**src/hw/rtl/assert_macros.svh**
```systemverilog
// Assertion macros shared by the RTL of this folder.
// No dependencies; included by modules that carry concurrent checks.
`ifndef ASSERT_MACROS_SVH
`define ASSERT_MACROS_SVH

`ifndef SYNTHESIS

// Property checked every clock, masked while reset is asserted.
`define ASSERT_CHK(lbl, clk, rst_n, prop) \
	lbl: assert property (@(posedge clk) disable iff (!rst_n) (prop)) \
		else $error("assertion failed");

// Same-cycle implication.
`define ASSERT_IMP(lbl, clk, rst_n, ante, cons) \
	lbl: assert property (@(posedge clk) disable iff (!rst_n) (ante) |-> (cons)) \
		else $error("implication failed");

// Next-cycle implication.
`define ASSERT_NXT(lbl, clk, rst_n, ante, cons) \
	lbl: assert property (@(posedge clk) disable iff (!rst_n) (ante) |=> (cons)) \
		else $error("next-cycle implication failed");

`else

`define ASSERT_CHK(lbl, clk, rst_n, prop)
`define ASSERT_IMP(lbl, clk, rst_n, ante, cons)
`define ASSERT_NXT(lbl, clk, rst_n, ante, cons)

`endif

`endif

```
**src/hw/rtl/dhcp_rp_pkg.sv**
```systemverilog
`timescale 1ns / 1ps
// Types and constants of the DHCP reply parser.
// No dependencies; used by dhcp_reply_parser_core.
package dhcp_rp_pkg;

	// options area size in bytes
	localparam int unsigned OPTION_BYTES = 60;
	localparam int unsigned OPTS_START   = 240;
	localparam int unsigned PKT_BYTES    = OPTS_START + OPTION_BYTES;
	localparam int unsigned POS_W        = $clog2(PKT_BYTES + 1);

	typedef logic [POS_W-1:0] pos_t;

	// header byte positions
	localparam pos_t POS_OP        = pos_t'(0);
	localparam pos_t POS_XID_LO    = pos_t'(4);
	localparam pos_t POS_XID_HI    = pos_t'(7);
	localparam pos_t POS_YI_LO     = pos_t'(16);
	localparam pos_t POS_YI_HI     = pos_t'(19);
	localparam pos_t POS_SI_LO     = pos_t'(20);
	localparam pos_t POS_SI_HI     = pos_t'(23);
	localparam pos_t POS_MAC_LO    = pos_t'(28);
	localparam pos_t POS_MAC_HI    = pos_t'(33);
	localparam pos_t POS_FILE      = pos_t'(108);
	localparam pos_t POS_COOKIE_LO = pos_t'(236);
	localparam pos_t POS_COOKIE_HI = pos_t'(239);
	localparam pos_t POS_OPTS      = pos_t'(OPTS_START);
	localparam pos_t POS_END       = pos_t'(PKT_BYTES);

	localparam logic [31:0] MAGIC_COOKIE = 32'h6382_5363;
	localparam logic [7:0]  OP_REPLY     = 8'd2;

	// option codes
	localparam logic [7:0] OPT_PAD      = 8'd0;
	localparam logic [7:0] OPT_MASK     = 8'd1;
	localparam logic [7:0] OPT_ROUTER   = 8'd3;
	localparam logic [7:0] OPT_MSG_TYPE = 8'd53;
	localparam logic [7:0] OPT_SERVER   = 8'd54;
	localparam logic [7:0] OPT_END      = 8'd255;

	// status codes
	localparam logic [2:0] ST_OK        = 3'd0;
	localparam logic [2:0] ST_BAD_OP    = 3'd1;
	localparam logic [2:0] ST_BAD_MAGIC = 3'd2;
	localparam logic [2:0] ST_BAD_XID   = 3'd3;
	localparam logic [2:0] ST_BAD_HW    = 3'd4;
	localparam logic [2:0] ST_TRUNC     = 3'd5;

	// configuration register indexes
	localparam int unsigned CFG_IDX_W = 2;
	localparam logic [CFG_IDX_W-1:0] CFG_XID = 2'd0;
	localparam logic [CFG_IDX_W-1:0] CFG_MAC = 2'd1;

	typedef struct packed {
		logic [7:0]  rx_byte;
		logic        last;
		logic [31:0] source_ip;
	} in_word_t;

	typedef struct packed {
		logic [2:0]  status;
		logic [7:0]  message_type;
		logic [31:0] your_ip;
		logic [31:0] next_server;
		logic [31:0] subnet_mask;
		logic        mask_present;
		logic [31:0] router_addr;
		logic        router_present;
		logic [31:0] server_id;
		logic        server_id_present;
		logic        file_present;
	} out_word_t;

endpackage

```
**src/hw/rtl/dhcp_reply_parser_core.sv**
```systemverilog
`timescale 1ns / 1ps
// DHCP reply parser top level: header checks, address capture, option walk.
// Depends on dhcp_rp_pkg and assert_macros.svh.
//
// Takes a BOOTP/DHCP reply one byte per word on the byte channel, marked
// on the final byte, and returns one result word per packet on the result
// channel. One byte is taken every cycle unless a final byte stalls: the word
// is held in an input register, then the per-packet state (position counter,
// mismatch flags, option walker, captured addresses) is updated by a single
// position-indexed pass. The result is loaded into an output register the
// cycle the final byte leaves the input register, so it passes the input
// and output registers in turn. The only stall: a final byte waits in the
// input register while the previous result has not been taken, since the
// result register is the one place the packet summary can go. Checks are
// reported first-fail in order opcode, cookie, xid, hardware address; a
// packet shorter than the fixed header reports truncated. On any error the
// other result fields read zero. The option walk stops at the end of the
// options area or on the end option; short values are zero filled, long
// ones keep their first four bytes, repeated options keep the last one.
// There is no clearing pass after reset. Write transaction_id and
// mac_address only between packets.
`include "assert_macros.svh"

module dhcp_reply_parser_core (
	input  logic                                  clk,
	input  logic                                  arst_n,
	// byte channel
	input  logic                                  byte_valid,
	output logic                                  byte_ready,
	input  dhcp_rp_pkg::in_word_t                 byte_word,
	// result channel
	output logic                                  result_valid,
	input  logic                                  result_ready,
	output dhcp_rp_pkg::out_word_t                result_word,
	// configuration writes
	input  logic                                  cfg_we,
	input  logic [dhcp_rp_pkg::CFG_IDX_W-1:0]     cfg_index,
	input  logic [47:0]                           cfg_data
);

	// option walker phases
	localparam logic [1:0] PH_CODE  = 2'd0;
	localparam logic [1:0] PH_LEN   = 2'd1;
	localparam logic [1:0] PH_VALUE = 2'd2;
	localparam logic [1:0] PH_ENDED = 2'd3;

	// config
	logic [31:0] xid_q;
	logic [47:0] mac_q;

	// input stage
	logic                  valid_s1;
	dhcp_rp_pkg::in_word_t word_s1;
	logic                  advance_s1;

	// per-packet state
	dhcp_rp_pkg::pos_t pos_q, pos_nxt;
	logic        bad_op_q, bad_op_nxt;
	logic        bad_ck_q, bad_ck_nxt;
	logic        bad_xid_q, bad_xid_nxt;
	logic        bad_hw_q, bad_hw_nxt;
	logic [1:0]  phase_q, phase_nxt;
	logic [7:0]  code_q, code_nxt;
	logic [7:0]  remain_q, remain_nxt;
	logic [2:0]  vidx_q, vidx_nxt;      // value byte index, saturates at 4
	logic [31:0] yi_q, yi_nxt;
	logic [31:0] si_q, si_nxt;
	logic        file_q, file_nxt;
	logic [7:0]  type_q, type_nxt;
	logic [31:0] mask_q, mask_nxt;
	logic [31:0] rtr_q, rtr_nxt;
	logic [31:0] sid_q, sid_nxt;
	logic        mask_seen_q, mask_seen_nxt;
	logic        rtr_seen_q, rtr_seen_nxt;
	logic        sid_seen_q, sid_seen_nxt;

	// output register
	logic                   result_valid_q;
	dhcp_rp_pkg::out_word_t result_q;
	dhcp_rp_pkg::out_word_t result_nxt;

	logic [7:0]  b;
	logic [7:0]  xid_byte, mac_byte, ck_byte;
	logic [2:0]  mac_idx;
	logic [31:0] part;
	logic [2:0]  status;

	// ---------------------------------------------------------------
	// Configuration registers
	// ---------------------------------------------------------------
	always_ff @(posedge clk or negedge arst_n) begin
		if (!arst_n) begin
			xid_q <= '0;
			mac_q <= '0;
		end else if (cfg_we) begin
			if (cfg_index == dhcp_rp_pkg::CFG_XID) begin
				xid_q <= cfg_data[31:0];
			end else if (cfg_index == dhcp_rp_pkg::CFG_MAC) begin
				mac_q <= cfg_data;
			end
		end
	end

	// ---------------------------------------------------------------
	// Input register. Non-final bytes always move on; a final byte
	// needs the result register free (or being emptied).
	// ---------------------------------------------------------------
	assign advance_s1 = valid_s1 && (!word_s1.last || !result_valid_q || result_ready);
	assign byte_ready = !valid_s1 || advance_s1;

	always_ff @(posedge clk or negedge arst_n) begin
		if (!arst_n) begin
			valid_s1 <= 1'b0;
		end else if (byte_ready) begin
			valid_s1 <= byte_valid;
		end
	end

	always_ff @(posedge clk) begin
		if (byte_ready && byte_valid) begin
			word_s1 <= byte_word;
		end
	end

	// ---------------------------------------------------------------
	// Expected header bytes selected by position
	// ---------------------------------------------------------------
	assign b       = word_s1.rx_byte;
	assign mac_idx = 3'(pos_q - dhcp_rp_pkg::POS_MAC_LO);

	always_comb begin
		case (pos_q[1:0])
			2'd0:    xid_byte = xid_q[31:24];
			2'd1:    xid_byte = xid_q[23:16];
			2'd2:    xid_byte = xid_q[15:8];
			default: xid_byte = xid_q[7:0];
		endcase
		case (pos_q[1:0])
			2'd0:    ck_byte = dhcp_rp_pkg::MAGIC_COOKIE[31:24];
			2'd1:    ck_byte = dhcp_rp_pkg::MAGIC_COOKIE[23:16];
			2'd2:    ck_byte = dhcp_rp_pkg::MAGIC_COOKIE[15:8];
			default: ck_byte = dhcp_rp_pkg::MAGIC_COOKIE[7:0];
		endcase
		case (mac_idx)
			3'd0:    mac_byte = mac_q[47:40];
			3'd1:    mac_byte = mac_q[39:32];
			3'd2:    mac_byte = mac_q[31:24];
			3'd3:    mac_byte = mac_q[23:16];
			3'd4:    mac_byte = mac_q[15:8];
			default: mac_byte = mac_q[7:0];
		endcase
		// value byte placed in its lane, first byte most significant
		case (vidx_q[1:0])
			2'd0:    part = {b, 24'h0};
			2'd1:    part = {8'h0, b, 16'h0};
			2'd2:    part = {16'h0, b, 8'h0};
			default: part = {24'h0, b};
		endcase
	end

	// ---------------------------------------------------------------
	// Per-byte update
	// ---------------------------------------------------------------
	always_comb begin
		pos_nxt       = pos_q;
		bad_op_nxt    = bad_op_q;
		bad_ck_nxt    = bad_ck_q;
		bad_xid_nxt   = bad_xid_q;
		bad_hw_nxt    = bad_hw_q;
		phase_nxt     = phase_q;
		code_nxt      = code_q;
		remain_nxt    = remain_q;
		vidx_nxt      = vidx_q;
		yi_nxt        = yi_q;
		si_nxt        = si_q;
		file_nxt      = file_q;
		type_nxt      = type_q;
		mask_nxt      = mask_q;
		rtr_nxt       = rtr_q;
		sid_nxt       = sid_q;
		mask_seen_nxt = mask_seen_q;
		rtr_seen_nxt  = rtr_seen_q;
		sid_seen_nxt  = sid_seen_q;

		if (pos_q < dhcp_rp_pkg::POS_END) begin
			pos_nxt = pos_q + 1'b1;
			if (pos_q == dhcp_rp_pkg::POS_OP) begin
				bad_op_nxt = (b != dhcp_rp_pkg::OP_REPLY);
			end else if (pos_q >= dhcp_rp_pkg::POS_XID_LO &&
			             pos_q <= dhcp_rp_pkg::POS_XID_HI) begin
				if (b != xid_byte) bad_xid_nxt = 1'b1;
			end else if (pos_q >= dhcp_rp_pkg::POS_YI_LO &&
			             pos_q <= dhcp_rp_pkg::POS_YI_HI) begin
				yi_nxt = {yi_q[23:0], b};
			end else if (pos_q >= dhcp_rp_pkg::POS_SI_LO &&
			             pos_q <= dhcp_rp_pkg::POS_SI_HI) begin
				si_nxt = {si_q[23:0], b};
			end else if (pos_q >= dhcp_rp_pkg::POS_MAC_LO &&
			             pos_q <= dhcp_rp_pkg::POS_MAC_HI) begin
				if (b != mac_byte) bad_hw_nxt = 1'b1;
			end else if (pos_q == dhcp_rp_pkg::POS_FILE) begin
				file_nxt = (b != 8'd0);
			end else if (pos_q >= dhcp_rp_pkg::POS_COOKIE_LO &&
			             pos_q <= dhcp_rp_pkg::POS_COOKIE_HI) begin
				if (b != ck_byte) bad_ck_nxt = 1'b1;
			end else if (pos_q >= dhcp_rp_pkg::POS_OPTS) begin
				case (phase_q)
					PH_CODE: begin
						if (b == dhcp_rp_pkg::OPT_END) begin
							phase_nxt = PH_ENDED;
						end else if (b != dhcp_rp_pkg::OPT_PAD) begin
							code_nxt  = b;
							phase_nxt = PH_LEN;
						end
					end
					PH_LEN: begin
						remain_nxt = b;
						vidx_nxt   = 3'd0;
						phase_nxt  = (b != 8'd0) ? PH_VALUE : PH_CODE;
						if (code_q == dhcp_rp_pkg::OPT_MSG_TYPE) begin
							type_nxt = 8'd0;
						end else if (code_q == dhcp_rp_pkg::OPT_MASK) begin
							mask_nxt      = '0;
							mask_seen_nxt = 1'b1;
						end else if (code_q == dhcp_rp_pkg::OPT_ROUTER) begin
							rtr_nxt      = '0;
							rtr_seen_nxt = 1'b1;
						end else if (code_q == dhcp_rp_pkg::OPT_SERVER) begin
							sid_nxt      = '0;
							sid_seen_nxt = 1'b1;
						end
					end
					PH_VALUE: begin
						if (code_q == dhcp_rp_pkg::OPT_MSG_TYPE) begin
							if (vidx_q == 3'd0) type_nxt = b;
						end else if (!vidx_q[2]) begin
							if (code_q == dhcp_rp_pkg::OPT_MASK) begin
								mask_nxt = mask_q | part;
							end else if (code_q == dhcp_rp_pkg::OPT_ROUTER) begin
								rtr_nxt = rtr_q | part;
							end else if (code_q == dhcp_rp_pkg::OPT_SERVER) begin
								sid_nxt = sid_q | part;
							end
						end
						if (!vidx_q[2]) vidx_nxt = vidx_q + 3'd1;
						remain_nxt = remain_q - 8'd1;
						if (remain_q == 8'd1) phase_nxt = PH_CODE;
					end
					default: begin
						// end option seen: rest ignored
					end
				endcase
			end
		end
	end

	// ---------------------------------------------------------------
	// Result from the state after the final byte
	// ---------------------------------------------------------------
	always_comb begin
		if (pos_nxt < dhcp_rp_pkg::POS_OPTS) status = dhcp_rp_pkg::ST_TRUNC;
		else if (bad_op_nxt)                  status = dhcp_rp_pkg::ST_BAD_OP;
		else if (bad_ck_nxt)                  status = dhcp_rp_pkg::ST_BAD_MAGIC;
		else if (bad_xid_nxt)                 status = dhcp_rp_pkg::ST_BAD_XID;
		else if (bad_hw_nxt)                  status = dhcp_rp_pkg::ST_BAD_HW;
		else                                  status = dhcp_rp_pkg::ST_OK;

		result_nxt        = '0;
		result_nxt.status = status;
		if (status == dhcp_rp_pkg::ST_OK) begin
			result_nxt.message_type      = type_nxt;
			result_nxt.your_ip           = yi_nxt;
			result_nxt.next_server       = file_nxt ? si_nxt : word_s1.source_ip;
			result_nxt.subnet_mask       = mask_nxt;
			result_nxt.mask_present      = mask_seen_nxt;
			result_nxt.router_addr       = rtr_nxt;
			result_nxt.router_present    = rtr_seen_nxt;
			result_nxt.server_id         = sid_nxt;
			result_nxt.server_id_present = sid_seen_nxt;
			result_nxt.file_present      = file_nxt;
		end
	end

	// ---------------------------------------------------------------
	// Packet state registers; cleared after the final byte
	// ---------------------------------------------------------------
	always_ff @(posedge clk or negedge arst_n) begin
		if (!arst_n) begin
			pos_q       <= '0;
			bad_op_q    <= 1'b0;
			bad_ck_q    <= 1'b0;
			bad_xid_q   <= 1'b0;
			bad_hw_q    <= 1'b0;
			phase_q     <= PH_CODE;
			code_q      <= '0;
			remain_q    <= '0;
			vidx_q      <= '0;
			yi_q        <= '0;
			si_q        <= '0;
			file_q      <= 1'b0;
			type_q      <= '0;
			mask_q      <= '0;
			rtr_q       <= '0;
			sid_q       <= '0;
			mask_seen_q <= 1'b0;
			rtr_seen_q  <= 1'b0;
			sid_seen_q  <= 1'b0;
		end else if (advance_s1) begin
			if (word_s1.last) begin
				pos_q       <= '0;
				bad_op_q    <= 1'b0;
				bad_ck_q    <= 1'b0;
				bad_xid_q   <= 1'b0;
				bad_hw_q    <= 1'b0;
				phase_q     <= PH_CODE;
				code_q      <= '0;
				remain_q    <= '0;
				vidx_q      <= '0;
				yi_q        <= '0;
				si_q        <= '0;
				file_q      <= 1'b0;
				type_q      <= '0;
				mask_q      <= '0;
				rtr_q       <= '0;
				sid_q       <= '0;
				mask_seen_q <= 1'b0;
				rtr_seen_q  <= 1'b0;
				sid_seen_q  <= 1'b0;
			end else begin
				pos_q       <= pos_nxt;
				bad_op_q    <= bad_op_nxt;
				bad_ck_q    <= bad_ck_nxt;
				bad_xid_q   <= bad_xid_nxt;
				bad_hw_q    <= bad_hw_nxt;
				phase_q     <= phase_nxt;
				code_q      <= code_nxt;
				remain_q    <= remain_nxt;
				vidx_q      <= vidx_nxt;
				yi_q        <= yi_nxt;
				si_q        <= si_nxt;
				file_q      <= file_nxt;
				type_q      <= type_nxt;
				mask_q      <= mask_nxt;
				rtr_q       <= rtr_nxt;
				sid_q       <= sid_nxt;
				mask_seen_q <= mask_seen_nxt;
				rtr_seen_q  <= rtr_seen_nxt;
				sid_seen_q  <= sid_seen_nxt;
			end
		end
	end

	// ---------------------------------------------------------------
	// Result register
	// ---------------------------------------------------------------
	always_ff @(posedge clk or negedge arst_n) begin
		if (!arst_n) begin
			result_valid_q <= 1'b0;
		end else if (advance_s1 && word_s1.last) begin
			result_valid_q <= 1'b1;
		end else if (result_ready) begin
			result_valid_q <= 1'b0;
		end
	end

	always_ff @(posedge clk) begin
		if (advance_s1 && word_s1.last) begin
			result_q <= result_nxt;
		end
	end

	assign result_valid = result_valid_q;
	assign result_word  = result_q;

	// ---------------------------------------------------------------
	// Checks
	// ---------------------------------------------------------------
	`ASSERT_CHK(a_pos_bound, clk, arst_n, pos_q <= dhcp_rp_pkg::POS_END)
	`ASSERT_IMP(a_stall_cause, clk, arst_n, !byte_ready,
		valid_s1 && word_s1.last && result_valid_q && !result_ready)
	`ASSERT_NXT(a_last_clears, clk, arst_n, advance_s1 && word_s1.last,
		pos_q == '0 && phase_q == PH_CODE && result_valid_q)
	`ASSERT_IMP(a_err_zero, clk, arst_n,
		result_valid_q && result_q.status != dhcp_rp_pkg::ST_OK,
		result_q.your_ip == '0 && result_q.next_server == '0 &&
		!result_q.mask_present && !result_q.file_present)
	`ASSERT_IMP(a_status_code, clk, arst_n, result_valid_q,
		result_q.status <= dhcp_rp_pkg::ST_TRUNC)

endmodule

```
**config.mk**
```make
export PLATFORM = sky130hd
export DESIGN_NAME = dhcp_reply_parser_core
export DESIGN_NICKNAME = d
export VERILOG_FILES = /design/src/hw/rtl/dhcp_rp_pkg.sv /design/src/hw/rtl/dhcp_reply_parser_core.sv
export VERILOG_INCLUDE_DIRS = /design/src /design/src/hw/rtl
export SDC_FILE = /design/constraint.sdc
export NUM_CORES = 1
export LEC_CHECK = 0
export ABC_CLOCK_PERIOD_IN_PS = 13010
export BUFFER_PORTS_ARGS = -buffer_cell sky130_fd_sc_hd__buf_2
export CORE_AREA = 2 2 226 228
export CTS_BUF_LIST = sky130_fd_sc_hd__clkbuf_4
export DETAILED_ROUTE_END_ITERATION = 16
export DIE_AREA = 0 0 228 230
export HOLD_SLACK_MARGIN = 0.12
export PLACE_DENSITY_LB_ADDON = 0.25
export SLEW_MARGIN = 10
export SYNTH_ARGS = -nofsm -noshare
export SYNTH_HDL_FRONTEND = slang
export SYNTH_SLANG_ARGS = --single-unit
```
**constraint.sdc**
```tcl
create_clock -name clk -period 13.01 [get_ports clk]
set_clock_uncertainty 0.2 [all_clocks]
set_input_delay 2.602 -clock clk [delete_from_list [all_inputs] [get_ports clk]]
set_output_delay 2.602 -clock clk [all_outputs]
set_load 0.02 [all_outputs]
```
==> run summary <==
CRITICAL PATH
-------------------------------------------------------------------------------------------
Number of buffer and inverter instances along the worst setup path                        2
Critical R2R Capture                                                           result_word[1]$_SDFFCE_PP0P_
Required time at the worst-slack endpoint                                          10.21 ns
Category of the critical setup timing path                                     primary input to primary output
Slowest cell on the critical path                                                  nand4b_1
Worst-path cell chain                                                          buf_2 -> nand4b_1 -> buf_2
Delay of the slowest critical-path stage                                            0.23 ns
Maximum net fanout on the critical path                                                   3
Launch point of the worst reg-to-reg path                                      pos_q[0]$_DFFE_PN0P_
Sort of element at the start of the critical path                              primary input
Critical Path End Type                                                         primary output
Category of cells accounting for the largest share of critical-path delay      buffers and inverters
Worst R2R Path Depth                                                                     11
Most frequent cell on the critical path                                               buf_2
Reg-to-reg setup timing slack                                                       8.40 ns
Arrival @ worst endpoint                                                            3.19 ns

CLOCKING
-------------------------------------------------------------------------------------------
Number of buffers inserted during clock tree synthesis                                  135
# hold bufs at CTS                                                                        0
Number of gates resized after CTS                                                         0
Clock transition at the registers of the reported paths                             0.05 ns
Max clock buf depth                                                                       3
CTS sink count                                                                          504
Clock tree root driver cell                                                        clkbuf_4
Number of post-CTS setup repair buffers                                                   0
Source-to-sink clock delay at the later pin of the worst-skew pair                  0.95 ns
Maximum level of the CTS H-tree                                                           4
CTS tree                                                                              built

ROUTE
-------------------------------------------------------------------------------------------
Drt wl/cell                                                                         19.8 um
Vias after detailed routing                                                          16,800
WL final                                                                          59,400 um
Number of detailed-route iterations in the first pass                                     5
Routed via count divided by cell count                                                 5.60
Drc violations                                                                            0
Post-route antenna net violation count                                                    0
Number of design-rule violations left by the first detailed-router iteration          1,336

STA
-------------------------------------------------------------------------------------------
Final setup vio count                                                                     0
Time the worst path needs with I/O delays and setup                                 5.99 ns
Highest clock frequency the design can meet                                         167 MHz
Final count of pins violating max slew                                                    0
Share of the cycle needed by the critical path after routing                          46.0%
Post-Route Setup TNS                                                                   0 ns
Count of endpoints failing hold in the final timing report                                0
RSZ-0062 raised after global routing                                                     no
Measured slew at the worst slew-check pin                                           1.20 ns
Worst max-slew margin expressed relative to the limit                                 19.8%

SYNTH
-------------------------------------------------------------------------------------------
Count of state elements after synthesis                                                 504
Fraction of the yosys area taken by sequential cells                                  61.7%
Mean Syn Cell Area                                                                11.5 um^2
Async set-or-reset flop fraction in the synthesized netlist                           57.1%
Most used flip-flop cell after synthesis                                            dfrtp_1
Total nets after synthesis                                                            2,038
Synth Warn #                                                                              0
Number of enable flip-flop cells after synthesis                                        216
Total standard cell area after synthesis                                        0.0222 mm^2
Number of standard cells after synthesis                                              1,924
Count of distinct cell types in the synthesized netlist                                  71

CELLS AND AREA
-------------------------------------------------------------------------------------------
Number of nets at the end of the flow                                                 2,332
Fraction of final layout cells sized beyond drive strength 1                          27.8%
Final core occ                                                                        51.8%
Most common library cell in the layout ignoring fill and taps                       dfrtp_1
Most frequent cells in the layout                                              288 x dfrtp_1, 271 x buf_2, 216 x edfxtp_1, 215 x nand2_1, 211 x clkbuf_4
Fillers                                                                               4,562
Area of all placed cells without fillers                                        0.0258 mm^2
Area overhead of the layout relative to synthesis                                     16.4%

GLOBAL ROUTE
-------------------------------------------------------------------------------------------
Via count of the first global-routing pass                                           16,700
Largest net degree at the start of global routing                                       109
Overflow after GRT                                                                        0
Total GRT Usage                                                                       22.8%
Number of antenna violations at the first check in global routing                         3
First-pass GRT wire length                                                        93,700 um

POWER AND IR DROP
-------------------------------------------------------------------------------------------
Maximum resistive drop on vdd                                                     0.0949 mV
Leakage power summed over all cells                                                 10.7 nW
Ratio of total power to cell area                                               147 mW/mm^2

DIE
-------------------------------------------------------------------------------------------
IO Count                                                                                273
Floorplan die area                                                              0.0524 mm^2
Site Rows                                                                                82
Core footprint                                                                  0.0499 mm^2
Vertical die dimension                                                               230 um
X dimension of the die                                                               228 um
Initial core utilization                                                              44.5%

HOLD PATH
-------------------------------------------------------------------------------------------
Hold Startpoint                                                                si_q[31]$_DFFE_PN0P_
Worst-case hold path end point                                                 si_q[31]$_DFFE_PN0P_
Hold Path Stages                                                                          2
Min-Delay Path Class                                                           flip-flop to flip-flop

PLACED DESIGN
-------------------------------------------------------------------------------------------
Hpwl dp                                                                           37,400 um
GPL Wtd Cong                                                                          0.856
Placed Instance Area                                                            0.0240 mm^2
IO buf count                                                                            272

JOB
-------------------------------------------------------------------------------------------
Maximum capacitance violations                                                            0

RUN STATUS
-------------------------------------------------------------------------------------------
Run status                                                                     finished, final reports clean

## worst register-to-register path, cell delays in order (launching register included)
cell and delay, ns:
dfrtp_1 0.52, inv_1 0.14, ha_1 0.37, a222oi_1 0.44
mux2i_1 0.14, xnor2_1 0.15, nand4_1 0.16, o2111ai_1 0.25
nand4_1 0.29, buf_4 0.36, buf_4 0.88, nor2_1 0.35
## cell type report
| type | instances | area, um^2 | area share, % |
|---|---|---|---|
| clock inverters | 30 | 198 | 0.765 |
| inverters | 36 | 140 | 0.542 |
| diodes | 2 | 5.00 | 0.0194 |
| flip-flops and latches | 504 | 13700 | 53.0 |
| multi-input cells | 1237 | 7770 | 30.1 |
| clock buffers | 211 | 1580 | 6.13 |
| repair buffers | 304 | 1610 | 6.24 |
| well taps | 672 | 841 | 3.25 |
## per-stage QoR
stage	hold WS (ns)	power, mW	setup slack, ns	std cells
finish	0.281	3.79	7.02	2996
global route	0.306	3.99	6.97	2995
global placement	0.261	2.36	6.83	2753
floorplan	0.250	2.22	5.72	1924
CTS	0.283	3.84	7.03	2994
detailed placement	0.271	2.38	6.74	2753
## flip-flops by register name, summed over array words and instances (netlist names), 9 cells and up
name and cells:
pos_q 9, mask_q 32, mac_q 48, yi_q 32, sid_q 32, rtr_q 32, word_s1 33, result_word 175
xid_q 32, si_q 32
## cells by family (layout without fill, tap and decap cells)
kind of cell / count (synthesis) / in the layout / synth area share (%)
and+or+nand+nor: 597 / 597 / 12.6
AOI/OAI and AO/OA: 505 / 505 / 15.5
DFF: 504 / 504 / 61.7
buffers and inverters: 183 / 581 / 3.48
muxes: 106 / 106 / 5.29
adders and majority gates: 18 / 18 / 1.01
xor gates and xnor gates: 11 / 11 / 0.434
other: 0 / 2 / 0
## worst max-delay path by stage
stage | start | slack (ns) | to | cells after the start
4_1_cts | result_ready | 7.03 | byte_ready | 3
3_5_place_dp | result_ready | 6.74 | result_word[138]$_SDFFCE_PP0P_ | 6
6_report | result_ready | 7.02 | byte_ready | 3
5_1_grt | result_ready | 6.97 | byte_ready | 3
2_1_floorplan | result_ready | 5.72 | result_word[0]$_SDFFCE_PP0P_ | 5
3_3_place_gp | result_ready | 6.83 | result_word[156]$_SDFFCE_PP0P_ | 6
## cell usage after synthesis (15+ instances only)
cell type  number  area [um^2]
a21boi_0       35          263
a21oi_1       153          766
a222oi_1       16          160
a22o_1         66          578
a22oi_1        43          323
a311oi_1       33          289
a32o_1         15          150
buf_2          33          165
clkbuf_1       98          368
dfrtp_1       288         7210
edfxtp_1      216         6490
ha_1           18          225
inv_1          36          135
mux2_2         91         1020
mux2i_1        15          150
nand2_1       216          811
nand3_1        22          110
nand4_1        17          106
nor2_1        210          788
nor3_1         15         75.1
nor3b_1        51          383
o21ai_0        75          375
## report_power, final
part           total, mW  internal (mW)  switching [mW]
clock               1.44          0.794           0.647
combinational      0.478          0.187           0.290
sequential          1.88           1.78          0.0940
total               3.79           2.76            1.03
## per-layer routing
metal,routed length (um),vias to the layer above,share of wire [%],track usage [%]
li1,-,7718,-,-
met1,26000,8231,44,31.3
met2,27200,720,46,34.6
met3,4930,94,8.3,6.61
met4,1270,0,2.1,8.27
met5,0,-,0,0
Power figures use the tool's default switching activity.
